### src/rtl/gadz_pkg.sv
// Shared types, constants and helper functions of the gamepad axis dead zone unit.
package gadz_pkg;

	localparam int FracBits    = 14;
	localparam int One         = 1 << FracBits;
	localparam int ValW        = 16;
	localparam int DivNW       = 30;
	localparam int DivDW       = 16;
	localparam int DivQW       = 15;
	localparam int DivStepsPer = 5;
	localparam int NumStages   = 13;
	// Smallest floor quotient whose scaled value by 1.001 exceeds full scale.
	localparam int CircSatQ    = ((One + 1) * 1000 - 500 + 1000) / 1001;

	localparam logic [1:0] ModeNone    = 2'd0;
	localparam logic [1:0] ModeIndep   = 2'd1;
	localparam logic [1:0] ChLeftStick = 2'd2;

	localparam logic [1:0] RegModes  = 2'd0;
	localparam logic [1:0] RegSizes  = 2'd1;
	localparam logic [1:0] RegLimits = 2'd2;

	localparam logic [63:0] LimitsReset = 64'h4000_4000_4000_4000;

	typedef struct packed {
		logic [1:0]             ch;
		logic [1:0]             mode;
		logic signed [ValW-1:0] x;
		logic signed [ValW-1:0] y;
		logic [ValW-1:0]        lensq;
		logic [1:0]             in_zone;
		logic [1:0]             dzero;
		logic [1:0]             neg;
		logic signed [ValW-1:0] t0;
		logic signed [ValW-1:0] t1;
		logic                   circ_on;
	} side_t;

	// Trigger level scaled to round(level / 255) in Q2.14. Since 16384 is 64*255 + 64,
	// the result is 64*level plus floor((64*level + 127) / 255), and that small
	// quotient comes from the shift-and-add form (w + (w >> 8) + 1) >> 8.
	function automatic logic [14:0] trig_scale(input logic [7:0] lvl);
		logic [14:0] w;
		logic [16:0] t;
		w = {1'b0, lvl, 6'b0} + 15'd127;
		t = {2'b0, w} + {10'b0, w[14:8]} + 17'd1;
		return {1'b0, lvl, 6'b0} + {7'b0, t[15:8]};
	endfunction

	// floor(w / 1000) for w below 17000, as a count of passed thresholds.
	function automatic logic [4:0] div1000(input logic [14:0] w);
		logic [4:0] cnt;
		cnt = '0;
		for (int k = 1; k <= 16; k++) begin
			if (w >= 15'(k * 1000))
				cnt = cnt + 5'd1;
		end
		return cnt;
	endfunction

endpackage

### src/rtl/gadz_out.sv
// Output stage: circular axis scaling, mode selection and the result register.
module gadz_out import gadz_pkg::*; (
	input  logic               clk,
	input  logic               en,
	input  side_t              side_s12,
	input  logic [DivQW-1:0]   qx,
	input  logic               satx,
	input  logic [DivQW-1:0]   qy,
	input  logic               saty,
	output logic [1:0]         which_channel,
	output logic signed [15:0] out_x,
	output logic signed [15:0] out_y
);

	// Scale a floor quotient by 1.001 with rounding, clamp to 1.0, apply the sign.
	function automatic logic signed [15:0] circ_axis(input logic [DivQW-1:0] q,
			input logic sat, input logic neg);
		logic [15:0] r;
		if (sat || (q >= DivQW'(CircSatQ)))
			r = 16'(One);
		else
			r = {1'b0, q} + 16'(div1000(q + 15'd500));
		return neg ? -$signed(r) : $signed(r);
	endfunction

	logic signed [15:0] cx, cy, ox, oy;

	assign cx = circ_axis(qx, satx, side_s12.x[15]);
	assign cy = circ_axis(qy, saty, side_s12.y[15]);

	always_comb begin
		ox = '0;
		oy = '0;
		if (side_s12.ch < ChLeftStick) begin
			ox = (side_s12.mode == ModeNone) ? side_s12.x : side_s12.t0;
		end else begin
			unique case (side_s12.mode)
				ModeNone: begin
					ox = side_s12.x;
					oy = side_s12.y;
				end
				ModeIndep: begin
					ox = side_s12.t0;
					oy = side_s12.t1;
				end
				default: begin
					ox = side_s12.circ_on ? cx : 16'sd0;
					oy = side_s12.circ_on ? cy : 16'sd0;
				end
			endcase
		end
	end

	always_ff @(posedge clk) begin
		if (en) begin
			which_channel <= side_s12.ch;
			out_x         <= ox;
			out_y         <= oy;
		end
	end

endmodule

### config.mk
export PLATFORM = sky130hd
export DESIGN_NAME = gadz_out
export DESIGN_NICKNAME = d
export VERILOG_FILES = /design/src/rtl/gadz_pkg.sv /design/src/rtl/gadz_out.sv
export SDC_FILE = /design/constraint.sdc
export NUM_CORES = 1
export LEC_CHECK = 0
export ABC_AREA = 1
export BUFFER_PORTS_ARGS = -buffer_cell sky130_fd_sc_hd__buf_4
export CORE_MARGIN = 5
export CORE_UTILIZATION = 40
export CTS_CLUSTER_SIZE = 16
export DETAILED_ROUTE_END_ITERATION = 10
export PLACE_DENSITY = 0.72
export SYNTH_ARGS = -nofsm -noshare
export SYNTH_HDL_FRONTEND = slang
export SYNTH_SLANG_ARGS = --single-unit
### constraint.sdc
create_clock -name clk -period 16.7 [get_ports clk]
set_input_delay 2.505 -clock clk [delete_from_list [all_inputs] [get_ports clk]]
set_output_delay 2.505 -clock clk [all_outputs]
set_load 0.05 [all_outputs]
==> impl_metrics.tcl <==
set metrics [dict create \
    drv_cap 0 \
    hp-class "in -> reg" \
    drive_above_1_share_pct 17.3 \
    arrival_ns 15.17 \
    ys_async_sr_fraction_pct 0 \
    p_comb_share_pct 81.3 \
    fp-row-count 53 \
    avgRoutedWirePerCell_um 12.1 \
    dieWidth_um 156 \
    post_cts_resized 0 \
    synth_common_cells "nand2_1 (453), inv_1 (271), nand3_1 (155)" \
    io_buffers 136 \
    path_max_fanout 11 \
    cts_setup_buffers 0 \
    post-synth-top-count-cell "nand2_1" \
    slew_violations 0 \
    cp-endpoint "out_y[13]" \
    hpwl_um 19700 \
    crit_type "in -> reg" \
    grt_max_degree 48 \
    p_seq_share_pct 8.8 \
    synth_area_leaders "nand2_1 (20%), edfxtp_1 (12%), inv_1 (12%)" \
    die_h_um 156 \
    start_util_pct 40.5 \
    ant_nets 0 \
    crit_top_cell "nand2_1" \
    vias 9925 \
    gp_congestion 0.927 \
    p_sw_mw 0.686 \
    drc 0 \
    synth-edff-count 34 \
    synthFlopType "edfxtp_1" \
    hold_viol 0 \
    synth_top_area_cell "nand2_1" \
    die_area_um2 24200 \
    fin_setup_tns_ns 0 \
    drt_first_pass_iters 5 \
    timing.fmax_mhz 65.9 \
    yosysSeqAreaShare_pct 12.0 \
    p_leak_nw 5.48 \
    end_kind "register" \
    p_int_mw 0.553 \
    wl_um 23500 \
    p_per_area_nw_per_um2 124 \
    cts_buffers 5 \
    path_clk_slew_ns 0.06 \
    max-vdd-ir-drop_uv 64.9 \
    hold_start "side_s12[89]" \
    io_pins 159 \
    via_per_inst 5.11 \
    switching_share_pct 55.3 \
    root_buffer "clkbuf_16" \
    grt_pass1_vias 9187 \
    core-area_um2 21000 \
    tightest_slew_ns 1.04 \
    area_growth_pct 17.5 \
    cts_hold_repair.buffers 0 \
    max_stage_delay_ns 0.33 \
    syn_avg_cell_area_um2 5.50 \
    rsz0062_at_grt "false" \
    numClockSinks 34 \
    synth-seq-cells 34 \
    worst_setup_path_start_kind "input port" \
    drtIter0Drc 578 \
    maxSlewHeadroom_pct 30.3 \
    critical-path-slowest-cell "ha_1" \
    synth_fp_nets 1721 \
    yosysWarnings 0 \
    status "completed" \
    overflow 0 \
    final_util_pct 47.6 \
    synth_cells 1544 \
    synth_area_um2 8490 \
    finalSetupViolCount 0 \
    grt_pass1_wl_um 39800 \
    yosys.area.top_type_share_pct 20.0 \
    min_period_over_period_pct 90.9 \
    required_ns 16.68 \
    cts_tree "done" \
    synth_cell_types 59 \
    min_period_ns 15.18 \
    gr-usage-all-layers_pct 18.7 \
    antenna_found_initial 1 \
    pwr-share-clk_pct 9.9 \
    crit_start "qy[2]" \
    clk_path_buf_depth 2 \
    h-tree-depth 2 \
    nNetsFinal 1843 \
]
## cells in the final DEF (no fill, tap or decap), types with 3 or more instances in the layout
cell       instances
nand2_1          453
inv_1            271
nand3_1          155
buf_4            138
nor2_1           125
o21ai_0           82
nand2_2           61
a21oi_1           57
ha_1              50
edfxtp_1          34
nor3_1            28
a31oi_1           22
nand3b_1          22
inv_2             18
nand3_2           16
or2_2             13
nor2_2            12
nand4_1            9
a221oi_1           7
a22oi_1            7
nor2_4             6
o21ai_1            6
a32oi_1            5
clkbuf_16          5
xnor2_1            4
or2_1              4
o21ai_2            4
nand2_4            4
o211ai_1           4
o311ai_0           3
and2_1             3
o21bai_1           3
xor2_1             3
## per-stage QoR
| stage | std cells | setup WS, ns | power (mW) | hold slack, ns | area [µm²] |
|---|---|---|---|---|---|
| 4_1_cts | 1942 | 1.52 | 1.25 | 2.39 | 9970 |
| 6_report | 1943 | 1.52 | 1.24 | 2.40 | 9970 |
| 2_1_floorplan | 1544 | 2.79 | 0.916 | 2.60 | 8490 |
| 5_1_grt | 1943 | 0.634 | 1.41 | 2.39 | 9970 |
| 3_3_place_gp | 1934 | 1.58 | 1.09 | 2.68 | 9780 |
| 3_5_place_dp | 1934 | 1.31 | 1.12 | 2.68 | 9780 |
## critical path: cells and delay by family
family                     cells  cell delay, ns
buffers and inverters         16            1.04
AOI/OAI and AO/OA             12            2.04
adders and majority gates     16            4.52
and+or+nand+nor               37            4.99
## per-layer routing
metal	up-vias	track usage [%]	routed length, µm
met5	-	0	0
met4	0	5.29	634
met3	39	1.58	1270
met2	267	33.9	11000
met1	4386	23.8	10600
li1	5233	-	-
## logic make-up after synthesis
family                     synth area share (%)
buffers and inverters                      14.0
DFF                                        12.0
xor gates and xnor gates                  0.722
AOI/OAI and AO/OA                          15.1
and+or+nand+nor                            50.3
adders and majority gates                  7.84
## power by group through the flow
stage,logic [mW],clock network [mW],registers (mW)
3_3_place_gp,0.976,0,0.110
2_1_floorplan,0.772,0,0.144
5_1_grt,1.17,0.127,0.110
4_1_cts,1.01,0.124,0.109
6_report,1.01,0.123,0.109
3_5_place_dp,1.01,0,0.111
## worst min-delay path by stage
stage	endpoint	depth (start not counted)
detailed placement	which_channel[0]	1
CTS	which_channel[0]	1
floorplan	which_channel[0]	0
global placement	which_channel[0]	1
finish	which_channel[0]	1
global route	which_channel[0]	1
## final cells by class
| class | count | area (µm²) |
|---|---|---|
| diodes | 1 | 2.50 |
| clock buffers | 5 | 125 |
| clock inverters | 3 | 68.8 |
| fillers | 2191 | 11000 |
| inverters | 291 | 1090 |
| multi-input cells | 1196 | 6280 |
| flip-flops and latches | 34 | 1020 |
| well taps | 275 | 344 |
| repair buffers | 138 | 1040 |
## registers in the layout, indices dropped and copies added, names as in the netlist
register and count:
which_channel 2, out_x 16, out_y 16
Power figures use the tool's default switching activity.
