--- config.mk ---
export PLATFORM = sky130hd
export DESIGN_NAME = gadz_front
export DESIGN_NICKNAME = d
export VERILOG_FILES = /design/src/rtl/gadz_pkg.sv /design/src/rtl/gadz_front.sv
export SDC_FILE = /design/constraint.sdc
export NUM_CORES = 2
export LEC_CHECK = 0
export BUFFER_PORTS_ARGS = -buffer_cell sky130_fd_sc_hd__buf_4
export CAP_MARGIN = 20
export CORE_UTILIZATION = 55
export CTS_CLUSTER_SIZE = 12
export DETAILED_ROUTE_END_ITERATION = 8
export GPL_ROUTABILITY_DRIVEN = 0
export GPL_TIMING_DRIVEN = 0
export HOLD_SLACK_MARGIN = 0.1
export PLACE_DENSITY = 0.85
export SETUP_SLACK_MARGIN = 0.2
export SYNTH_ARGS = -nofsm -noshare
export SYNTH_HDL_FRONTEND = slang
export SYNTH_SLANG_ARGS = --single-unit
--- constraint.sdc ---
create_clock -name clk -period 13.7 [get_ports clk]
set_input_delay 0.685 -clock clk [delete_from_list [all_inputs] [get_ports clk]]
set_output_delay 0.685 -clock clk [all_outputs]
set_load 0.1 [all_outputs]
--- src/rtl/gadz_pkg.sv ---
// Shared types, constants and helper functions of the gamepad axis dead zone unit.
package gadz_pkg;

	localparam int FracBits    = 14;
	localparam int One         = 1 << FracBits;
	localparam int ValW        = 16;
	localparam int DivNW       = 30;
	localparam int DivDW       = 16;
	localparam int DivQW       = 15;
	localparam int DivStepsPer = 5;
	localparam int NumStages   = 13;
	// Smallest floor quotient whose scaled value by 1.001 exceeds full scale.
	localparam int CircSatQ    = ((One + 1) * 1000 - 500 + 1000) / 1001;

	localparam logic [1:0] ModeNone    = 2'd0;
	localparam logic [1:0] ModeIndep   = 2'd1;
	localparam logic [1:0] ChLeftStick = 2'd2;

	localparam logic [1:0] RegModes  = 2'd0;
	localparam logic [1:0] RegSizes  = 2'd1;
	localparam logic [1:0] RegLimits = 2'd2;

	localparam logic [63:0] LimitsReset = 64'h4000_4000_4000_4000;

	typedef struct packed {
		logic [1:0]             ch;
		logic [1:0]             mode;
		logic signed [ValW-1:0] x;
		logic signed [ValW-1:0] y;
		logic [ValW-1:0]        lensq;
		logic [1:0]             in_zone;
		logic [1:0]             dzero;
		logic [1:0]             neg;
		logic signed [ValW-1:0] t0;
		logic signed [ValW-1:0] t1;
		logic                   circ_on;
	} side_t;

	// Trigger level scaled to round(level / 255) in Q2.14. Since 16384 is 64*255 + 64,
	// the result is 64*level plus floor((64*level + 127) / 255), and that small
	// quotient comes from the shift-and-add form (w + (w >> 8) + 1) >> 8.
	function automatic logic [14:0] trig_scale(input logic [7:0] lvl);
		logic [14:0] w;
		logic [16:0] t;
		w = {1'b0, lvl, 6'b0} + 15'd127;
		t = {2'b0, w} + {10'b0, w[14:8]} + 17'd1;
		return {1'b0, lvl, 6'b0} + {7'b0, t[15:8]};
	endfunction

	// floor(w / 1000) for w below 17000, as a count of passed thresholds.
	function automatic logic [4:0] div1000(input logic [14:0] w);
		logic [4:0] cnt;
		cnt = '0;
		for (int k = 1; k <= 16; k++) begin
			if (w >= 15'(k * 1000))
				cnt = cnt + 5'd1;
		end
		return cnt;
	endfunction

endpackage

--- src/rtl/gadz_front.sv ---
// Front stages: axis mapping, squares, squared length and dead zone divider setup.
module gadz_front import gadz_pkg::*; (
	input  logic                   clk,
	input  logic [3:0]             en,
	input  logic [1:0]             channel,
	input  logic signed [15:0]     raw_x,
	input  logic signed [15:0]     raw_y,
	input  logic [7:0]             zone_modes,
	input  logic [63:0]            zone_sizes,
	input  logic [63:0]            zone_limits,
	output side_t                  side_s4,
	output logic [DivNW-1:0]       n0_s4,
	output logic [DivNW-1:0]       n1_s4,
	output logic [DivDW-1:0]       d0_s4,
	output logic [DivDW-1:0]       d1_s4
);

	typedef struct packed {
		logic             in_zone;
		logic             dzero;
		logic             neg;
		logic [DivNW-1:0] n;
		logic [DivDW-1:0] d;
	} setup_t;

	// Stick axis mapped to round((2*raw+1) / 65535) in Q2.14.
	function automatic logic signed [15:0] stick_map(input logic signed [15:0] r);
		logic [14:0] m;
		logic [30:0] nn;
		logic [14:0] a;
		logic [16:0] ab;
		logic [14:0] q;
		m  = r[15] ? ~r[14:0] : r[14:0];
		nn = {m, 1'b1, 14'b0} + 31'd32767;
		a  = nn[30:16];
		ab = {2'b0, a} + {1'b0, nn[15:0]};
		q  = a + 15'(ab >= 17'd65535);
		return r[15] ? -$signed({1'b0, q}) : $signed({1'b0, q});
	endfunction

	function automatic setup_t lane_setup(input logic signed [16:0] v,
			input logic [15:0] s, input logic [15:0] m);
		setup_t          o;
		logic signed [17:0] vs;
		logic signed [17:0] ss;
		logic signed [17:0] dd;
		logic signed [16:0] den;
		logic [17:0]     add;
		logic [16:0]     aden;
		vs        = {v[16], v};
		ss        = $signed({2'b0, s});
		dd        = (vs > ss) ? vs - ss : vs + ss;
		den       = $signed({1'b0, m}) - $signed({1'b0, s});
		add       = dd[17] ? 18'(-dd) : 18'(dd);
		aden      = den[16] ? 17'(-den) : 17'(den);
		o.in_zone = (vs >= -ss) && (vs <= ss);
		o.dzero   = (den == '0);
		o.neg     = dd[17] ^ den[16];
		o.n       = {add[15:0], {FracBits{1'b0}}} + DivNW'(aden[15:0] >> 1);
		o.d       = aden[15:0];
		return o;
	endfunction

	logic [1:0]         ch_s1, ch_s2, ch_s3;
	logic [1:0]         mode_s1, mode_s2, mode_s3;
	logic [15:0]        size_s1, size_s2, size_s3;
	logic [15:0]        lim_s1, lim_s2, lim_s3;
	logic signed [15:0] x_s1, x_s2, x_s3;
	logic signed [15:0] y_s1, y_s2, y_s3;
	logic [28:0]        sqx_s2, sqy_s2;
	logic [15:0]        lensq_s3;

	logic               trig;
	logic [7:0]         lvl;
	logic [15:0]        ax1, ay1;
	logic [29:0]        sqsum;
	logic signed [16:0] v0;
	setup_t             su0, su1;

	assign trig = (channel < ChLeftStick);
	assign lvl  = raw_x[15] ? 8'd0 : ((|raw_x[14:8]) ? 8'hFF : raw_x[7:0]);

	always_ff @(posedge clk) begin
		if (en[0]) begin
			ch_s1   <= channel;
			mode_s1 <= zone_modes[{channel, 1'b0} +: 2];
			size_s1 <= zone_sizes[{channel, 4'b0} +: 16];
			lim_s1  <= zone_limits[{channel, 4'b0} +: 16];
			x_s1    <= trig ? $signed({1'b0, trig_scale(lvl)}) : stick_map(raw_x);
			y_s1    <= trig ? 16'sd0 : stick_map(raw_y);
		end
	end

	assign ax1 = x_s1[15] ? 16'(-x_s1) : 16'(x_s1);
	assign ay1 = y_s1[15] ? 16'(-y_s1) : 16'(y_s1);

	always_ff @(posedge clk) begin
		if (en[1]) begin
			ch_s2   <= ch_s1;
			mode_s2 <= mode_s1;
			size_s2 <= size_s1;
			lim_s2  <= lim_s1;
			x_s2    <= x_s1;
			y_s2    <= y_s1;
			sqx_s2  <= 29'(ax1[14:0] * ax1[14:0]);
			sqy_s2  <= 29'(ay1[14:0] * ay1[14:0]);
		end
	end

	assign sqsum = {1'b0, sqx_s2} + {1'b0, sqy_s2} + 30'(One >> 1);

	always_ff @(posedge clk) begin
		if (en[2]) begin
			ch_s3    <= ch_s2;
			mode_s3  <= mode_s2;
			size_s3  <= size_s2;
			lim_s3   <= lim_s2;
			x_s3     <= x_s2;
			y_s3     <= y_s2;
			lensq_s3 <= 16'(sqsum >> FracBits);
		end
	end

	// For sticks in circular mode lane zero works on the squared length instead of X.
	// Triggers always apply the scalar rule to their own value.
	assign v0  = (mode_s3[1] && (ch_s3 >= ChLeftStick)) ? $signed({1'b0, lensq_s3})
		: 17'(x_s3);
	assign su0 = lane_setup(v0, size_s3, lim_s3);
	assign su1 = lane_setup(17'(y_s3), size_s3, lim_s3);

	always_ff @(posedge clk) begin
		if (en[3]) begin
			side_s4.ch      <= ch_s3;
			side_s4.mode    <= mode_s3;
			side_s4.x       <= x_s3;
			side_s4.y       <= y_s3;
			side_s4.lensq   <= lensq_s3;
			side_s4.in_zone <= {su1.in_zone, su0.in_zone};
			side_s4.dzero   <= {su1.dzero, su0.dzero};
			side_s4.neg     <= {su1.neg, su0.neg};
			side_s4.t0      <= '0;
			side_s4.t1      <= '0;
			side_s4.circ_on <= 1'b0;
			n0_s4           <= su0.n;
			n1_s4           <= su1.n;
			d0_s4           <= su0.d;
			d1_s4           <= su1.d;
		end
	end

endmodule

==> flow_summary.toml <==
[global_routing]
grt_first_pass_wirelength_um = 158000
overflow = 0
grt_max_degree = 80
grt_util_all_layers_pct = 29.1
antenna_found_initial = 0
grt_pass1_vias = 29800

[placed_design]
dpl.hpwl_um = 80700
io_buffer_count = 319

[sta]
fin_crit_sh_pct = 79.8
setup_tns_ps = 0
slew_headroom_pct = 16.0
fmax_mhz = 91.5
setup_violations = 0
fin_skew_ps = 34.0
fin_crit_ps = 10930
max_slew.worst_pin.slew_ps = 1250
rsz0062_at_grt = "false"
finalMaxSlewViolations = 0
finalHoldViolCount = 0

[synth]
synth_flop_cell = "edfxtp_1"
yosys_register_bits = 379
synth_edf_count = 379
ys_warn_count = 0
synth_area_um2 = 37900
synth_cell_types = 102
ys_seq_area_share_pct = 30.1
avgSynthCellArea_um2 = 10.1
netlist_instances = 3760
synthArstFlopShare_pct = 0

[die]
die_h_um = 264
initial_core_util_pct = 56.0
core-area_um2 = 67600
pin_count = 358
die-area_um2 = 69900
die_w_um = 264
fp-row-count = 95

[finish]
layout.nets = 4988
fillers = 5182
area.sequential_um2 = 11400
multi_input_area_um2 = 23700
syn2layout_area_growth_pct = 13.2
drive_gt1_share_pct = 14.2

[detailed_routing]
drc = 0
viasPerCell = 5.93
vias = 30000
drtIter0Drc = 3101
drtAntennaViolNets = 0
wirelength_um = 102000
first_pass_iters = 6
post_drt_wl_per_cell_um = 20.2

[setup_path]
path_buf_inv = 8
cp_slowest_cell = "xor2_1"
worst_setup_path_start_kind = "flip-flop"
crit_type = "reg -> reg"
endpoint_kind = "flip-flop"
critPathTopFamily = "adder cells"
cp_max_fo = 11
cpPeakStageDelay_ps = 860
critPathRequiredTime_ps = 14010
cp.arrival_ps = 11240

[clock_tree]
cts_resized = 0
root_buffer = "clkbuf_16"
h-tree-depth = 2
cts_tree = "yes"
post-cts-setup-buffer-count = 0
clock_path_buffers = 3
clkTransAtPathRegs_ps = 70
insertion_delay_ps = 590
numCtsBuffers = 43
cts.sinks = 379
hold_buffers = 0

[run]
maxCapViolCount = 0

[run_status]
outcome = "finished clean"

[worst_hold_path]
hp-class = "in -> reg"
[metrics by stage]
step	setup WS (ps)	area [um2]	hold WS (ps)	std cells	utilization (%)
after floorplan	5090	38000	400	3793	-
after global placement	3300	41500	400	4985	61.3
after detailed placement	3210	41600	405	4990	61.5
after CTS	3110	42800	283	5059	63.3
after global routing	2430	42900	285	5062	63.4
final	2770	42900	304	5063	63.4
[worst paths after layout]
check / from / slack (ps) / cells after the start / end
setup / recovery: x_s1[0]$_DFFE_PP_ / 2770 / 32 / sqx_s2[25]$_DFFE_PP_
hold / removal: channel[0] / 300 / 1 / ch_s1[0]$_DFFE_PP_
setup reg to reg: x_s1[0]$_DFFE_PP_ / 2770 / 32 / sqx_s2[25]$_DFFE_PP_
hold reg to reg: y_s2[11]$_DFFE_PP_ / 400 / 0 / y_s3[11]$_DFFE_PP_
[cell usage in the layout (no fill, tap or decap), types with 14 or more instances in the layout]
cell       netlist  final
a211oi_1        20     20
ha_1           368    368
nor2b_1         37     37
mux2_2          27     27
o21ai_0        117    117
inv_1          515    515
fa_1           280    280
clkbuf_1        71     75
mux4_2          35     35
o21bai_1        15     15
o211ai_1        16     16
or2_2           20     20
clkbuf_16        0     43
nand4_1         29     29
a21oi_1        153    153
and2_1          31     31
buf_2           13     14
or3_1           28     28
mux2i_1         30     30
nor4_1          35     35
buf_4           81    402
nand2b_1        39     39
xor2_1          86     86
o31ai_1         28     28
nand3_1         59     59
o22ai_1         16     16
and3_1          20     20
nand2_1        258    258
conb_1           2     35
nor3_1          74     74
o21a_1          35     35
a21o_1          42     42
nor2_1         300    300
edfxtp_1       379    379
a31oi_1         28     28
xnor2_1        223    223
[Yosys cell counts (37+ instances only)]
cell type	count	area [um2]
o21ai_0	117	586
nor2_1	300	1130
xnor2_1	223	1950
buf_4	81	608
clkbuf_1	71	267
nand2_1	258	968
nor3_1	74	370
fa_1	280	5610
nand2b_1	39	244
ha_1	368	4600
inv_1	515	1930
nand3_1	59	295
xor2_1	86	753
a21oi_1	153	766
nor2b_1	37	231
edfxtp_1	379	11400
a21o_1	42	315
[layout make-up]
cell class,count,share of cell area [%]
antenna,1,0.00584
buffer,174,2.27
clock buffer,47,2.55
clock inverter,22,0.394
inverter,520,4.55
multi-input combinational,2720,55.2
sequential,379,26.6
tap,873,2.55
timing repair buffer,327,5.91
[sequential cells by signal, summed over array words and instances (netlist names), 27 cells and up]
signal   flops
n0_s4       30
side_s4     57
sqx_s2      27
sqy_s2      27
[per-layer routing]
metal  share of wire [%]  wire length (um)  global-route usage (%)
met3                 8.5              8710                    5.14
met2                  48             49300                    49.3
met5                   0                 0                       0
met4                 5.5              5650                    14.9
met1                  38             38600                    35.6
[cell families (layout without fill, tap and decap cells)]
family                   Yosys count  after routing  share of synthesized area [%]
AND/OR/NAND/NOR                 1011           1011                           13.1
buffers and inverters            694           1090                           7.73
adder cells (fa/ha/maj)          649            649                           27.0
AO/OA/AOI/OAI                    619            619                           11.0
flip-flops                       379            379                           30.1
XOR/XNOR                         314            314                           7.38
multiplexers                      92             92                           3.68
other                              2             36                         0.0198
Power is left out: the tool's default activity adds up to more than one toggle a clock period on the data nets, which glitch-free logic cannot reach.
