--- src/rtl/gadz_pkg.sv ---
// Shared types, constants and helper functions of the gamepad axis dead zone unit.
package gadz_pkg;

	localparam int FracBits    = 14;
	localparam int One         = 1 << FracBits;
	localparam int ValW        = 16;
	localparam int DivNW       = 30;
	localparam int DivDW       = 16;
	localparam int DivQW       = 15;
	localparam int DivStepsPer = 5;
	localparam int NumStages   = 13;
	// Smallest floor quotient whose scaled value by 1.001 exceeds full scale.
	localparam int CircSatQ    = ((One + 1) * 1000 - 500 + 1000) / 1001;

	localparam logic [1:0] ModeNone    = 2'd0;
	localparam logic [1:0] ModeIndep   = 2'd1;
	localparam logic [1:0] ChLeftStick = 2'd2;

	localparam logic [1:0] RegModes  = 2'd0;
	localparam logic [1:0] RegSizes  = 2'd1;
	localparam logic [1:0] RegLimits = 2'd2;

	localparam logic [63:0] LimitsReset = 64'h4000_4000_4000_4000;

	typedef struct packed {
		logic [1:0]             ch;
		logic [1:0]             mode;
		logic signed [ValW-1:0] x;
		logic signed [ValW-1:0] y;
		logic [ValW-1:0]        lensq;
		logic [1:0]             in_zone;
		logic [1:0]             dzero;
		logic [1:0]             neg;
		logic signed [ValW-1:0] t0;
		logic signed [ValW-1:0] t1;
		logic                   circ_on;
	} side_t;

	// Trigger level scaled to round(level / 255) in Q2.14. Since 16384 is 64*255 + 64,
	// the result is 64*level plus floor((64*level + 127) / 255), and that small
	// quotient comes from the shift-and-add form (w + (w >> 8) + 1) >> 8.
	function automatic logic [14:0] trig_scale(input logic [7:0] lvl);
		logic [14:0] w;
		logic [16:0] t;
		w = {1'b0, lvl, 6'b0} + 15'd127;
		t = {2'b0, w} + {10'b0, w[14:8]} + 17'd1;
		return {1'b0, lvl, 6'b0} + {7'b0, t[15:8]};
	endfunction

	// floor(w / 1000) for w below 17000, as a count of passed thresholds.
	function automatic logic [4:0] div1000(input logic [14:0] w);
		logic [4:0] cnt;
		cnt = '0;
		for (int k = 1; k <= 16; k++) begin
			if (w >= 15'(k * 1000))
				cnt = cnt + 5'd1;
		end
		return cnt;
	endfunction

endpackage

--- src/rtl/gadz_mid.sv ---
// Middle stages: dead zone results and the circular scaling products.
module gadz_mid import gadz_pkg::*; (
	input  logic             clk,
	input  logic [1:0]       en,
	input  side_t            side_s7,
	input  logic [DivQW-1:0] q0,
	input  logic             sat0,
	input  logic [DivQW-1:0] q1,
	input  logic             sat1,
	output side_t            side_s9,
	output logic [DivNW-1:0] nx_s9,
	output logic [DivNW-1:0] ny_s9,
	output logic [DivDW-1:0] dl_s9
);

	function automatic logic signed [15:0] finish(input logic [DivQW-1:0] q, input logic sat,
			input logic in_zone, input logic dzero, input logic neg);
		logic signed [15:0] mag;
		mag = (sat || dzero || (q > DivQW'(One))) ? 16'(One) : $signed({1'b0, q});
		if (in_zone)
			return 16'sd0;
		return neg ? -mag : mag;
	endfunction

	side_t       side_s8, nxt8, nxt9;
	logic [15:0] ax8, ay8;

	always_comb begin
		nxt8    = side_s7;
		nxt8.t0 = finish(q0, sat0, side_s7.in_zone[0], side_s7.dzero[0], side_s7.neg[0]);
		nxt8.t1 = finish(q1, sat1, side_s7.in_zone[1], side_s7.dzero[1], side_s7.neg[1]);
	end

	always_comb begin
		nxt9         = side_s8;
		nxt9.circ_on = !side_s8.t0[15] && (side_s8.t0 != '0) && (side_s8.lensq != '0);
	end

	assign ax8 = side_s8.x[15] ? 16'(-side_s8.x) : 16'(side_s8.x);
	assign ay8 = side_s8.y[15] ? 16'(-side_s8.y) : 16'(side_s8.y);

	always_ff @(posedge clk) begin
		if (en[0])
			side_s8 <= nxt8;
		if (en[1]) begin
			side_s9 <= nxt9;
			nx_s9   <= DivNW'(ax8[14:0] * side_s8.t0[14:0]);
			ny_s9   <= DivNW'(ay8[14:0] * side_s8.t0[14:0]);
			dl_s9   <= side_s8.lensq;
		end
	end

endmodule

--- config.mk ---
export PLATFORM = sky130hd
export DESIGN_NAME = gadz_mid
export DESIGN_NICKNAME = d
export VERILOG_FILES = /design/src/rtl/gadz_pkg.sv /design/src/rtl/gadz_mid.sv
export SDC_FILE = /design/constraint.sdc
export NUM_CORES = 1
export LEC_CHECK = 0
export ABC_AREA = 0
export BUFFER_PORTS_ARGS = -buffer_cell sky130_fd_sc_hd__buf_2
export CORE_MARGIN = 8
export CORE_UTILIZATION = 40
export CTS_BUF_LIST = sky130_fd_sc_hd__clkbuf_4
export CTS_CLUSTER_DIAMETER = 60
export DETAILED_ROUTE_END_ITERATION = 16
export SETUP_SLACK_MARGIN = 0.1
export SLEW_MARGIN = 40
export SYNTH_ARGS = -nofsm -noshare
export SYNTH_HDL_FRONTEND = slang
export SYNTH_SLANG_ARGS = --single-unit
--- constraint.sdc ---
create_clock -name clk -period 18.4 [get_ports clk]
set_clock_uncertainty 0.2 [all_clocks]
set_input_delay 0.92 -clock clk [delete_from_list [all_inputs] [get_ports clk]]
set_output_delay 0.92 -clock clk [all_outputs]
set_load 0.005 [all_outputs]
==> run summary, run 1 <==
outcome: finished clean
Yosys top cell by area: edfxtp_1
DRC: 0
fin crit period: 8440 ps
vias in the first global route: 18400
CP most frequent cell: fa_1
PortBufs: 259
Yosys reg bits: 241
initial drt markers: 847
largest net degree at the start of global routing: 92
RSZ-0062 raised after global routing: no
antenna viol nets, final: 0
family with the most delay on the worst path: adder cells
critical path class: flip-flop to flip-flop
setup_tns: 0 ps
final-report max-slew violation count: 0
most frequent cells after synthesis: 419 x inv_1, 334 x fa_1, 263 x and2_1
WL per Instance: 18.0 µm
Net Count, Synth: 2930
Unique masters post-synth: 58
top_reg_cell synth: edfxtp_1
Avg Cell Area, Syn: 10.6 µm²
top cells by area, synth: edfxtp_1 30%, fa_1 28%, ha_1 10%
fmax: 0.118 GHz
Critical Path End Type: flip-flop
share of layout cells above drive strength 1: 0.162
EDFF count, synth: 241
Hold Path Class: primary input to flip-flop
setup repair bufs after CTS: 0
Final Hold Fails: 0
grt ovf: 0
routed vias: 17000
Synth async-reset ratio: 0
post-synth top area share: 0.301
CTS H-tree depth: 3
HPWL Detailed: 45.7 mm
Fillers: 5742
Startpoint Class: flip-flop
slowest CP cell: a31oi_1
r2r setup slk: 9960 ps
wirelength, routed: 60.8 mm
Worst Max-Slew Pin Slew: 867 ps
worst endpoint data arrival time: 8730 ps
root buffer cell: clkbuf_4
CTS buffer count: 71
first-pass GRT wire length: 97.5 mm
worst path required time: 18690 ps
Worst-path clk slew: 60 ps
GPL Wtd Cong: 0.887
GRT Total Usage: 0.182
area grow syn2layout: 13.3%
Pre-antenna DRT Iters: 6
Synthesis Warnings: 0
Die Area: 68300 µm²
CTS tree: yes
# IOs: 293
initial antenna violation count: 14
Mapped Cells: 2278
Clock Latency Late Sink: 810 ps
synthesized area: 24100 µm²
post-synthesis sequential area ratio: 0.301
setup ws final: 9960 ps
Slew HR: 0.417
row count: 90
# setup viols final: 0
vias per cell: 5.02
Final period util: 0.459
CTS max path bufs: 3
Initial Util: 0.402
Max-cap violations: 0
CP Buf/Inv Count: 5
fin nets: 3204
DIE WIDTH: 261 µm
die height: 261 µm
top-count cell post-synth: inv_1
Critical Path Fanout Max: 15
Setup WS pre-CTS: 10020 ps
CP peak stage delay: 580 ps
core area: 59900 µm²
Num Clock Sinks: 241
## stage by stage
stage          utilization  area [µm²]  hold WS, ps  instances
3_3_place_gp         0.438       26200          202       3251
4_1_cts              0.455       27300       0.0197       3378
2_1_floorplan            -       24100          200       2278
5_1_grt              0.455       27300         21.7       3379
3_5_place_dp         0.440       26300          205       3251
6_report             0.455       27300          104       3380
## worst register-to-register path, cell delays in order (launching register included)
cell and delay, ps:
edfxtp_1 500, nor2_1 190, nand3_1 110, or4_1 470, or4_1 470, o21ai_1 180
xnor2_1 80, buf_4 200, and2_1 200, fa_1 540, inv_1 60, fa_1 530
inv_1 50, fa_1 470, fa_1 500, fa_1 520, inv_1 60, fa_1 480
inv_1 40, ha_1 380, nand4_1 170, nor2_1 240, o21ai_0 140, a31oi_1 580
o21ai_0 220, a21oi_1 240, mux2i_1 250, xor2_1 90
## layer usage
| layer | vias up | share of wire | track usage |
|---|---|---|---|
| li1 | 7776 | - | - |
| met1 | 8525 | 0.41 | 0.223 |
| met2 | 540 | 0.47 | 0.298 |
| met3 | 114 | 0.091 | 0.0643 |
| met4 | 20 | 0.019 | 0.0570 |
| met5 | - | 0.0022 | 0 |
## sequential cells by signal, indices dropped and copies added (netlist names)
| name | cells |
|---|---|
| ny_s9 | 30 |
| side_s9 | 75 |
| nx_s9 | 30 |
| nxt9 | 90 |
| dl_s9 | 16 |
## final timing paths
path | startpoint | end | depth (start not counted)
max | nxt9[73] | nx_s9[27] | 27
min | side_s7[42] | nxt9[42] | 1
max reg2reg | nxt9[73] | nx_s9[27] | 27
min reg2reg | nxt9[88] | side_s9[88] | 0
## cell usage in the layout, fill, tap and decap left out, types with 6 or more instances in the layout
cell type      count
a21o_1            24
a21oi_1           55
a31oi_1            8
and2_1           263
buf_2            257
buf_4             37
clkbuf_4          97
clkinv_1           8
dlygate4sd3_1     10
edfxtp_1         241
fa_1             334
ha_1             192
inv_1            419
nand2_1          238
nand2b_1          20
nand3_1            9
nand4_1            9
nor2_1            72
nor2b_1           15
nor3_1            12
nor4_1            12
o21a_1            14
o21ai_0           34
o21bai_1           8
o31ai_1           21
or3_1             11
xnor2_1           65
xnor2_4            6
xor2_1            23
## kinds of logic after synthesis
group,count (synthesis),synth area share
AOI/OAI and AO/OA,201,0.0546
muxes,2,0.000832
and+or+nand+nor,685,0.147
adders and majority gates,526,0.377
xor gates and xnor gates,97,0.0353
DFF,241,0.301
buffers and inverters,526,0.0845
## area by class of cell
class	instances	area, µm²	share of cell area
multi-input cells	1511	15000	0.548
flip-flops and latches	241	7240	0.265
repair buffers	307	1700	0.0623
inverters	420	1580	0.0578
well taps	782	978	0.0359
clock buffers	97	728	0.0267
clock inverters	20	109	0.00399
diodes	2	5.00	0.000183
## repair_timing
item / in CTS / in global routing
gates resized for setup: 0 / 0
endpoints found under the hold margin: 10 / 0
hold buffers: 10 / 0
Power of run 1 is not shown: default switching activity piles up to over one toggle a cycle in this logic, so the estimate is an artifact.
==> run 2: changes to the inputs <==
Settings changed: ABC_AREA 0 to 1.
Clock period 18.4 ns to 8.4 ns, I/O delays scaled along.
==> run summary, run 2 <==
Num Clock Sinks: 241
Worst Max-Slew Pin Slew: 801 ps
first-pass GRT wire length: 110 mm
Synth async-reset ratio: 0
# IOs: 293
WHS Path Cells: 8
Critical Path Fanout Max: 10
most frequent cells after synthesis: 531 x inv_1, 453 x nand2_1, 334 x fa_1
Yosys top cell by area: edfxtp_1
max reg flops: 90
setup repair bufs after CTS: 0
Final Hold Fails: 0
footprint of the multi-input gates: 14700 µm²
Yosys reg bits: 241
post-synthesis sequential area ratio: 0.296
# setup viols final: 0
commonest non-fill, non-tap cells in the layout: 531 x inv_1, 453 x nand2_1, 334 x fa_1, 328 x nor2_1, 257 x buf_2
initial drt markers: 1338
placed insts: 3604
Layout Utilization: 0.472
CTS buffer count: 61
critical path class: flip-flop to flip-flop
top-count cell post-synth: inv_1
root buffer cell: clkbuf_4
r2r setup slk: 1080 ps
most common cell after layout, fill and taps aside: inv_1
die height: 263 µm
Synthesis Warnings: 0
share of layout cells above drive strength 1: 0.155
DIE WIDTH: 263 µm
CTS max path bufs: 3
Cell Count, Final, Fillers Out: 3824
final hold slack: 126 ps
fin nets: 3641
Critical Path End Type: flip-flop
post-synth top area share: 0.296
Critical R2R Launch: nxt9[56]
worst path required time: 8750 ps
Avg Cell Area, Syn: 9.40 µm²
row count: 90
initial antenna violation count: 2
family with the most delay on the worst path: adder cells
worst endpoint data arrival time: 7670 ps
PortBufs: 259
fmax: 0.137 GHz
GRT Total Usage: 0.197
synthesized area: 24400 µm²
CP peak stage delay: 570 ps
Slew HR: 0.466
Pre-antenna DRT Iters: 5
top_reg_cell synth: edfxtp_1
Unique masters post-synth: 51
final-report max-slew violation count: 0
fin crit period: 7320 ps
core area: 60400 µm²
EDFF count, synth: 241
largest net degree at the start of global routing: 83
Final period util: 0.871
outcome: finished clean
CTS tree: yes
wirelength, routed: 67.4 mm
vias per cell: 4.95
Mapped Cells: 2600
Die Area: 69200 µm²
Fillers: 5836
min-delay src: sat1
vias in the first global route: 20700
routed vias: 18900
antenna viol nets, final: 0
Crit Reg-Reg Endpoint: ny_s9[20]
CTS H-tree depth: 2
Net Count, Synth: 3252
Resize count post-CTS: 0
CP most frequent cell: inv_1
CP Buf/Inv Count: 8
Reg area: 7240 µm²
Max-cap violations: 0
Worst-path clk slew: 70 ps
WHS Endpoint: nxt9[15]
setup_tns: 0 ps
GPL Wtd Cong: 0.889
grt ovf: 0
area grow syn2layout: 16.5%
worst r2r path cells: 29
Initial Util: 0.405
slowest CP cell: fa_1
Clock Latency Late Sink: 810 ps
top cells by area, synth: edfxtp_1 30%, fa_1 27%, ha_1 9.8%
HPWL Detailed: 53.6 mm
RSZ-0062 raised after global routing: no
Hold Path Class: primary input to flip-flop
Startpoint Class: flip-flop
DRC: 0
WL per Instance: 17.6 µm
[run 2: changes by cell type after synthesis, sizes merged, moves of 51 or more]
cell / change
nor2: +295
and2: -263
nand2: +228
inv: +126
xnor2: -56
nand3: +55
clkbuf: -51
[run 2: worst max path at each step]
| stage | from | to | slack, ps | cells past startpoint |
|---|---|---|---|---|
| after floorplan | nxt9[55] | ny_s9[20] | 1700 | 31 |
| after global placement | nxt9[56] | ny_s9[20] | 1170 | 29 |
| after detailed placement | nxt9[56] | ny_s9[20] | 1130 | 29 |
| after CTS | nxt9[56] | ny_s9[20] | 1100 | 29 |
| after global routing | nxt9[56] | ny_s9[20] | 570 | 29 |
| final | nxt9[56] | ny_s9[20] | 1080 | 29 |
[run 2: area by class of cell]
type / instances / share of cell area
tap: 782 / 0.0344
multi-input combinational: 1727 / 0.516
clock inverter: 24 / 0.00457
timing repair buffer: 394 / 0.0918
antenna: 3 / 0.000264
inverter: 564 / 0.0750
clock buffer: 89 / 0.0235
sequential: 241 / 0.254
[run 2: what timing repair did]
item                       4_1_cts  5_1_grt
setup endpoints to repair        0        0
hold buffers                   104        0
hold endpoints to repair       189        0
[run 2: kinds of logic (layout without fill, tap and decap cells)]
logic type,Yosys count,after routing,synth area share
fa+ha+maj,526,526,0.372
compound gates,184,184,0.0437
simple gates,962,962,0.166
xor+xnor,55,55,0.0197
other cells,0,3,0
flops,241,241,0.296
buf+inv,632,1071,0.102
[run 2: worst register-to-register path: cells and delay by family, from the launching register on]
family / cells / cell delay [ps]
flip-flops: 1 / 470
adder cells (fa/ha/maj): 8 / 3540
AO/OA/AOI/OAI: 6 / 1250
buffers and inverters: 8 / 630
XOR/XNOR: 1 / 150
AND/OR/NAND/NOR: 6 / 820
[run 2: through the flow]
| step | area [µm²] | setup WS (ps) |
|---|---|---|
| 4_1_cts | 28500 | 1100 |
| 3_3_place_gp | 26500 | 1170 |
| 6_report | 28500 | 1080 |
| 3_5_place_dp | 26600 | 1130 |
| 5_1_grt | 28500 | 566 |
| 2_1_floorplan | 24400 | 1700 |
[run 2: routing by layer]
metal  share of wire  track usage  up-vias
met2            0.51        0.355      539
met5               0            0        -
met1            0.41        0.239     9432
li1                -            -     8835
met3           0.049       0.0305      131
met4           0.030       0.0644        0
Power of run 2 is left out for the same reason.
