**src/rtl/gadz_pkg.sv**
```systemverilog
// Shared types, constants and helper functions of the gamepad axis dead zone unit.
package gadz_pkg;

	localparam int FracBits    = 14;
	localparam int One         = 1 << FracBits;
	localparam int ValW        = 16;
	localparam int DivNW       = 30;
	localparam int DivDW       = 16;
	localparam int DivQW       = 15;
	localparam int DivStepsPer = 5;
	localparam int NumStages   = 13;
	// Smallest floor quotient whose scaled value by 1.001 exceeds full scale.
	localparam int CircSatQ    = ((One + 1) * 1000 - 500 + 1000) / 1001;

	localparam logic [1:0] ModeNone    = 2'd0;
	localparam logic [1:0] ModeIndep   = 2'd1;
	localparam logic [1:0] ChLeftStick = 2'd2;

	localparam logic [1:0] RegModes  = 2'd0;
	localparam logic [1:0] RegSizes  = 2'd1;
	localparam logic [1:0] RegLimits = 2'd2;

	localparam logic [63:0] LimitsReset = 64'h4000_4000_4000_4000;

	typedef struct packed {
		logic [1:0]             ch;
		logic [1:0]             mode;
		logic signed [ValW-1:0] x;
		logic signed [ValW-1:0] y;
		logic [ValW-1:0]        lensq;
		logic [1:0]             in_zone;
		logic [1:0]             dzero;
		logic [1:0]             neg;
		logic signed [ValW-1:0] t0;
		logic signed [ValW-1:0] t1;
		logic                   circ_on;
	} side_t;

	// Trigger level scaled to round(level / 255) in Q2.14. Since 16384 is 64*255 + 64,
	// the result is 64*level plus floor((64*level + 127) / 255), and that small
	// quotient comes from the shift-and-add form (w + (w >> 8) + 1) >> 8.
	function automatic logic [14:0] trig_scale(input logic [7:0] lvl);
		logic [14:0] w;
		logic [16:0] t;
		w = {1'b0, lvl, 6'b0} + 15'd127;
		t = {2'b0, w} + {10'b0, w[14:8]} + 17'd1;
		return {1'b0, lvl, 6'b0} + {7'b0, t[15:8]};
	endfunction

	// floor(w / 1000) for w below 17000, as a count of passed thresholds.
	function automatic logic [4:0] div1000(input logic [14:0] w);
		logic [4:0] cnt;
		cnt = '0;
		for (int k = 1; k <= 16; k++) begin
			if (w >= 15'(k * 1000))
				cnt = cnt + 5'd1;
		end
		return cnt;
	endfunction

endpackage

```
**src/rtl/gadz_div.sv**
```systemverilog
// Three-stage restoring divider with a 15-bit quotient and an overflow flag.
module gadz_div import gadz_pkg::*; (
	input  logic             clk,
	input  logic [2:0]       en,
	input  logic [DivNW-1:0] n,
	input  logic [DivDW-1:0] d,
	output logic [DivQW-1:0] q,
	output logic             sat
);

	typedef struct packed {
		logic [DivDW-1:0] rem;
		logic [DivQW-1:0] nlo;
		logic [DivQW-1:0] q;
		logic [DivDW-1:0] d;
		logic             sat;
	} div_t;

	function automatic div_t advance(input div_t a);
		div_t           o;
		logic [DivDW:0] t;
		logic           ge;
		o = a;
		for (int i = 0; i < DivStepsPer; i++) begin
			t     = {o.rem, o.nlo[DivQW-1]};
			ge    = (t >= {1'b0, o.d});
			o.nlo = o.nlo << 1;
			o.q   = {o.q[DivQW-2:0], ge};
			o.rem = ge ? DivDW'(t - {1'b0, o.d}) : t[DivDW-1:0];
		end
		return o;
	endfunction

	div_t init, st_s1, st_s2, st_s3;

	always_comb begin
		init.rem = {1'b0, n[DivNW-1:DivQW]};
		init.nlo = n[DivQW-1:0];
		init.q   = '0;
		init.d   = d;
		// A quotient of 2^15 or more is beyond full scale for every user.
		init.sat = ({1'b0, n[DivNW-1:DivQW]} >= d);
	end

	always_ff @(posedge clk) begin
		if (en[0])
			st_s1 <= advance(init);
		if (en[1])
			st_s2 <= advance(st_s1);
		if (en[2])
			st_s3 <= advance(st_s2);
	end

	assign q   = st_s3.q;
	assign sat = st_s3.sat;

endmodule

```
**config.mk**
```make
export PLATFORM = sky130hd
export DESIGN_NAME = gadz_div
export DESIGN_NICKNAME = d
export VERILOG_FILES = /design/src/rtl/gadz_pkg.sv /design/src/rtl/gadz_div.sv
export SDC_FILE = /design/constraint.sdc
export NUM_CORES = 1
export LEC_CHECK = 0
export ABC_AREA = 1
export BUFFER_PORTS_ARGS = -buffer_cell sky130_fd_sc_hd__buf_2
export CELL_PAD_IN_SITES_DETAIL_PLACEMENT = 2
export CELL_PAD_IN_SITES_GLOBAL_PLACEMENT = 2
export CORE_MARGIN = 1
export CORE_UTILIZATION = 35
export DETAILED_ROUTE_END_ITERATION = 10
export PLACE_DENSITY = 0.79
export SETUP_SLACK_MARGIN = 0.05
export SLEW_MARGIN = 10
export SYNTH_ARGS = -nofsm -noshare
export SYNTH_HDL_FRONTEND = slang
export SYNTH_SLANG_ARGS = --single-unit
```
**constraint.sdc**
```tcl
create_clock -name clk -period 13.6 [get_ports clk]
set_input_delay 0.68 -clock clk [delete_from_list [all_inputs] [get_ports clk]]
set_output_delay 0.68 -clock clk [all_outputs]
set_load 0.01 [all_outputs]
```
==> results.ini, run 1 <==
[run_status]
status=complete, no violations

[timing]
rsz0062_at_grt=no
relSlewSlack_pct=41.04
drv_slew=0
hold_viol=0
tightestPinTransition_ns=0.8834
fmax_mhz=81.26
tns_ns=0
finalSetupViolCount=0
skew_ns=0.01907
timing.final.crit_period_ns=12.31
fin_crit_sh_pct=90.48

[placed_design]
place_area_sq_um=18600
io_buffer_count=65
dp_cells=3267
routabilityCongestion=0.8866
dp_hpwl_mm=59.29

[global_routing]
grt_pass1_wl_mm=111.0
grt_max_degree=49
grt_use_total_pct=28.05
grt-ovfl-total=0
grt_pass1_vias=19610
antenna_found_initial=2

[yosys]
synth_top_family_by_area=simple AND/OR/NAND/NOR gates
synth_common_cells=nand2_1, inv_1, ha_1
yosysSeqAreaShare_pct=19.04
ys_seq_elements=112
avgSynthCellArea_sq_um=6.877
muxShareOfSynthArea_pct=0
synth.distinct_cells=54
synth_adder_area_share_pct=19.65
netlist_area_sq_um=17660
synth_ff_type=edfxtp_1
yosysMostFrequentCell=nand2_1
synth-xor-area-share_pct=8.728
synthTopCellsByArea=edfxtp_1, ha_1, nand2_1
yosysTopAreaCell=edfxtp_1
syn-num-nets=2887
yosys.area_share.simple_pct=29.27
ys_async_sr_fraction_pct=0
synth_warnings=0
synth_compound_area_share_pct=15.18
netlist_instances=2568
synth_edf_count=112
yosys.area.top_type_share_pct=19.04

[die]
die_area_sq_um=51360
io-pin-count=66
die_h_um=226.6
die_w_um=226.6
start_util_pct=35.78
rows=81
coreArea_sq_um=49360

[cells_and_area]
finalInstanceArea_sq_um=18930
drive_gt1_share_pct=6.835
finalNonFillerCells=3284
area_delta_synth_final_pct=7.191
finalCoreUtilization_pct=38.36
num-nets-final=2933

[drt]
viasPerCell=5.490
antenna_left=0
wire_per_inst_um=21.62
vias=18030
dr.pass1.iters=4
finalWirelength_mm=70.99
drtIter0Drc=759
route.detailed.drc=0

[setup_path]
cp_common_cell=nand2_1
worstSetupEndpointType=flop
cp_slowest_cell=o21ai_0
crit_fanout=24
ff2ff_path_depth=58
reg2reg_setup_slack_ns=1.46
arrival_ns=12.47
cp.required_ns=13.77
r2r-start=st_s1[11]
rr_endpoint=st_s2[47]
cp_slowest_stage_delay_ns=0.48
criticalPathCategory=in -> reg
cp-start-kind=primary input

[clock_tree]
clockBufferDepth=2
htree_levels=3
ctsHoldBuffers=0
cts_made_buffers=9
cts-root-buf=clkbuf_16
clock_latency_ns=0.41
clock-sinks=112
cts_tree=yes
path_clk_slew_ns=0.10

[min_path]
worstHoldPathType=reg -> reg
hold_depth=0
hp-start=st_s2[26]
min_to=q[14]

[job]
drv_cap=0

## worst max-delay path: cells and delay by family
kind	cells	cell delay, ns
and+or+nand+nor	37	5.12
AOI/OAI and AO/OA	16	3.47
adders and majority gates	5	1.78
buffers and inverters	6	1.37
## layer usage
metal  track usage, %  share of wire [%]  vias to the layer above  wire length [um]
li1                 -                  -                     8711                 -
met1            36.19                 46                     9016             32910
met2            49.56                 49                      217             34560
met3            2.410                2.5                       85              1783
met4            7.759                2.5                        0              1743
met5                0                  0                        -                 0
## stage by stage
step | setup slack [ns] | hold slack [ns]
after detailed placement | 0.7462 | 0.4055
after global routing | 0.1042 | 0.4380
after CTS | 1.095 | 0.4263
final | 1.295 | 0.4287
after floorplan | 3.855 | 0.4003
after global placement | 1.694 | 0.4019
## flip-flops by register name, summed over array words and instances, names as in the netlist
name,cells
st_s1,48
st_s2,48
q,15
sat,1
## final cells by class
class | instances | area, sq um
Fill cell | 6066 | 30430
Clock inverter | 7 | 88.84
Tap cell | 664 | 830.8
Multi-Input combinational cell | 2110 | 12870
Sequential cell | 112 | 3363
Timing Repair Buffer | 73 | 385.4
Clock buffer | 9 | 225.2
Antenna cell | 1 | 2.502
Inverter | 308 | 1164
## repair_timing
| item | in CTS | in global routing |
|---|---|---|
| hold endpoints to repair | 0 | 0 |
| endpoints found under the setup margin | 0 | 17 |
| setup buffers | 0 | 0 |
| resized for setup | 0 | 2 |
## logic make-up after synthesis
group           count (synthesis)
flops                         112
fa+ha+maj                     269
xor+xnor                      176
buf+inv                       346
compound gates                481
simple gates                 1184
## placed cells by master, fill, tap and decap left out, drive strengths merged, types with 13 or more instances in the layout
cell type / n
a21o: 14
fa: 14
buf: 73
a21oi: 199
nand2: 792
inv: 309
edfxtp: 112
xnor2: 85
a31oi: 13
xor2: 91
nor2: 136
o21bai: 17
o21a: 16
nand3: 161
o21ai: 186
ha: 255
nor3: 16
nand4: 40
## worst max path at each step
stage	start	end	slack [ns]
after global placement	d[1]	st_s1[60]	1.69
after detailed placement	d[7]	st_s1[53]	0.75
after global routing	d[1]	st_s1[53]	0.10
final	d[7]	st_s1[53]	1.29
after floorplan	n[14]	st_s1[57]	3.86
after CTS	d[7]	st_s1[53]	1.09
Power of run 1 is not shown: default switching activity piles up to over one toggle a cycle in this logic, so the estimate is an artifact.
==> run 2, diff against run 1 <==
PLACE_DENSITY = 0.85   (was 0.79)
==> results.ini, run 2 (synthesis gave the netlist of run 1 again) <==
[clock_tree]
cts_tree=yes
clock_latency_ns=0.41
htree_levels=3
cts_made_buffers=9
cts-root-buf=clkbuf_16
path_clk_slew_ns=0.08
cts_resized=0
clock-sinks=112
ctsHoldBuffers=0
clockBufferDepth=2
post_cts_buffers=0

[setup_path]
cp_slowest_stage_delay_ns=0.43
rr_endpoint=st_s2[47]
cp.required_ns=13.76
worstSetupEndpointType=flop
cp_common_cell=nand2_1
crit_fanout=24
setup.worst_path.end=st_s1[55]
criticalPathCategory=in -> reg
arrival_ns=12.60
cp_slowest_cell=inv_1
ff2ff_path_depth=60
r2r-start=st_s1[9]
startpoint=d[7]
reg2reg_setup_slack_ns=1.17
cp-start-kind=primary input

[placed_design]
routabilityCongestion=0.9047
dp_hpwl_mm=61.10
io_buffer_count=65

[run_status]
status=complete, no violations

[job]
drv_cap=0

[cells_and_area]
antennaDiodeCount=0
drive_gt1_share_pct=6.756
layout_common_cells=nand2_1, inv_1, ha_1
fillers=6044
num-nets-final=2934
area_delta_synth_final_pct=7.035
final_common_cell=nand2_1

[min_path]
worstHoldPathType=reg -> reg

[timing]
drv_slew=0
tightestPinTransition_ns=0.8414
finalSetupViolCount=0
fmax_mhz=80.38
timing.final.crit_period_ns=12.44
skew_ns=0.02199
tns_ns=0
fin_crit_sh_pct=91.48
rsz0062_at_grt=no
hold_viol=0
relSlewSlack_pct=43.85

[global_routing]
grt_pass1_vias=20060
grt_max_degree=49
grt-ovfl-total=0
grt_pass1_wl_mm=114.5
grt_use_total_pct=29.04
antenna_found_initial=0

[drt]
route.detailed.drc=0
wire_per_inst_um=22.34
finalWirelength_mm=73.35
vias=18250
antenna_left=0
viasPerCell=5.556
drtIter0Drc=832
dr.pass1.iters=5

[die]
die_h_um=226.6
start_util_pct=35.78
die_w_um=226.6
coreArea_sq_um=49360
die_area_sq_um=51360
rows=81
io-pin-count=66

-- run 2: stage by stage --
stage	std cells	util (%)	setup WS [ns]	instance area, sq um	hold WS [ns]
detailed placement	3268	37.70	0.8904	18610	0.4052
global route	3284	38.30	0.06937	18900	0.4317
global placement	3268	37.70	1.797	18610	0.4010
CTS	3284	38.30	1.309	18900	0.4257
floorplan	2568	-	3.855	17660	0.4003
finish	3284	38.30	1.159	18900	0.4244
-- run 2: worst min-delay path by stage --
stage,from,endpoint,slack (ns),cells after the start
2_1_floorplan,st_s2[22],q[10],0.40,0
3_3_place_gp,st_s1[37],st_s2[42],0.40,0
3_5_place_dp,st_s2[18],q[6],0.41,0
4_1_cts,st_s1[39],st_s2[44],0.43,0
5_1_grt,st_s1[18],st_s2[23],0.43,0
6_report,st_s2[0],sat,0.42,0
-- run 2: final cells by class --
type | instances | area [sq um] | area share (%)
Multi-Input combinational cell | 2110 | 12860 | 68.04
Tap cell | 664 | 830.8 | 4.395
Clock buffer | 10 | 229.0 | 1.211
Timing Repair Buffer | 74 | 392.9 | 2.078
Sequential cell | 112 | 3363 | 17.79
Inverter | 308 | 1160 | 6.136
Clock inverter | 6 | 65.06 | 0.3442
-- run 2: worst max-delay path, delay by kind of cell --
family,cells,cell delay (ns)
AND/OR/NAND/NOR,35,4.92
AO/OA/AOI/OAI,18,3.57
adder cells (fa/ha/maj),5,1.78
buffers and inverters,6,1.62
-- run 2: metal layers --
metal	GRT usage [%]	part of all wire [%]	up-vias
met5	0	0	-
met1	36.49	45	9061
met3	2.618	2.9	138
met4	10.85	3.5	0
li1	-	-	8723
met2	51.14	49	323
Power of run 2 is left out for the same reason.
==> run 3, diff against run 2 <==
CELL_PAD_IN_SITES_DETAIL_PLACEMENT = not set   (was 2)
CELL_PAD_IN_SITES_GLOBAL_PLACEMENT = not set   (was 2)
PLACE_DENSITY = 0.56   (was 0.85)
TNS_END_PERCENT = 5   (was not set)
==> results.ini, run 3 (synthesis gave the netlist of run 1 again) <==
[timing]
tns_ns=0
relSlewSlack_pct=46.68
hold_viol=0
fin_crit_sh_pct=87.57
finalSetupViolCount=0
skew_ns=0.01654
fmax_mhz=83.97
drv_slew=0
timing.final.crit_period_ns=11.91
tightestPinTransition_ns=0.7989
rsz0062_at_grt=no

[die]
start_util_pct=35.78
die_area_sq_um=51360
die_h_um=226.6
coreArea_sq_um=49360
die_w_um=226.6
io-pin-count=66
rows=81

[cells_and_area]
layout_common_cells=nand2_1, inv_1, ha_1
drive_gt1_share_pct=6.725
multi_input_area_sq_um=12860
num-nets-final=2931
final_common_cell=nand2_1
antennaDiodeCount=0
seqCellArea_sq_um=3363
fillers=5270
area_delta_synth_final_pct=6.978

[setup_path]
cp-start-kind=primary input
cp_common_cell=nand2_1
arrival_ns=12.04
cp.required_ns=13.74
crit_fanout=24
criticalPathCategory=in -> reg
cp_slowest_cell=fa_1
worstSetupEndpointType=flop
cp_slowest_stage_delay_ns=0.51

[clock_tree]
cts_resized=0
cts_tree=yes
path_clk_slew_ns=0.08
clockBufferDepth=2
htree_levels=3
clock-sinks=112
clock_latency_ns=0.39
post_cts_buffers=0
cts_made_buffers=9
ctsHoldBuffers=0
cts-root-buf=clkbuf_16

[drt]
finalWirelength_mm=55.96
antenna_left=0
vias=17100
dr.pass1.iters=5
route.detailed.drc=0
drtIter0Drc=1450
wire_per_inst_um=17.06
viasPerCell=5.211

[global_routing]
grt_max_degree=49
antenna_found_initial=0
grt_pass1_wl_mm=87.58
grt_pass1_vias=16130
grt-ovfl-total=0
grt_use_total_pct=22.00

[placed_design]
io_buffer_count=65
dp_hpwl_mm=45.75
routabilityCongestion=0.9271

[run_status]
status=complete, no violations

[job]
drv_cap=0

[min_path]
worstHoldPathType=reg -> reg

run 3: area by class of cell:
class,count,area share (%)
Multi-Input combinational cell,2110,68.08
Sequential cell,112,17.80
Inverter,308,6.139
Tap cell,664,4.397
Timing Repair Buffer,71,1.960
Clock buffer,9,1.192
Clock inverter,7,0.4305
run 3: path summary, 6_finish.rpt:
check / cells past startpoint / slack, ns / end / start
setup / recovery: 65 / 1.69 / st_s1[59] / d[1]
hold / removal: 0 / 0.42 / st_s2[24] / st_s1[19]
setup reg to reg: 63 / 2.13 / q[0] / st_s2[2]
hold reg to reg: 0 / 0.42 / st_s2[24] / st_s1[19]
run 3: per-stage QoR:
stage	worst slack [ns]	hold slack [ns]	std cells	instance area, sq um	utilization, %
3_5_place_dp	1.477	0.4045	3265	18590	37.66
2_1_floorplan	3.855	0.4003	2568	17660	-
4_1_cts	1.832	0.4254	3281	18890	38.28
5_1_grt	0.4419	0.4242	3281	18890	38.28
6_report	1.691	0.4238	3281	18890	38.28
3_3_place_gp	1.930	0.4034	3265	18590	37.66
run 3: critical path: cells and delay by family:
kind | cells | cell delay (ns)
buffers and inverters | 7 | 1.59
AO/OA/AOI/OAI | 15 | 2.92
adder cells (fa/ha/maj) | 5 | 1.89
AND/OR/NAND/NOR | 38 | 4.99
run 3: per-layer routing:
| layer | vias to the layer above | track usage (%) | wire length, um |
|---|---|---|---|
| met2 | 442 | 35.52 | 25050 |
| met1 | 7806 | 29.85 | 26020 |
| met3 | 105 | 3.071 | 3059 |
| met4 | 0 | 7.498 | 1827 |
| li1 | 8745 | - | - |
| met5 | - | 0 | 0 |
Power of run 3 is left out for the same reason.
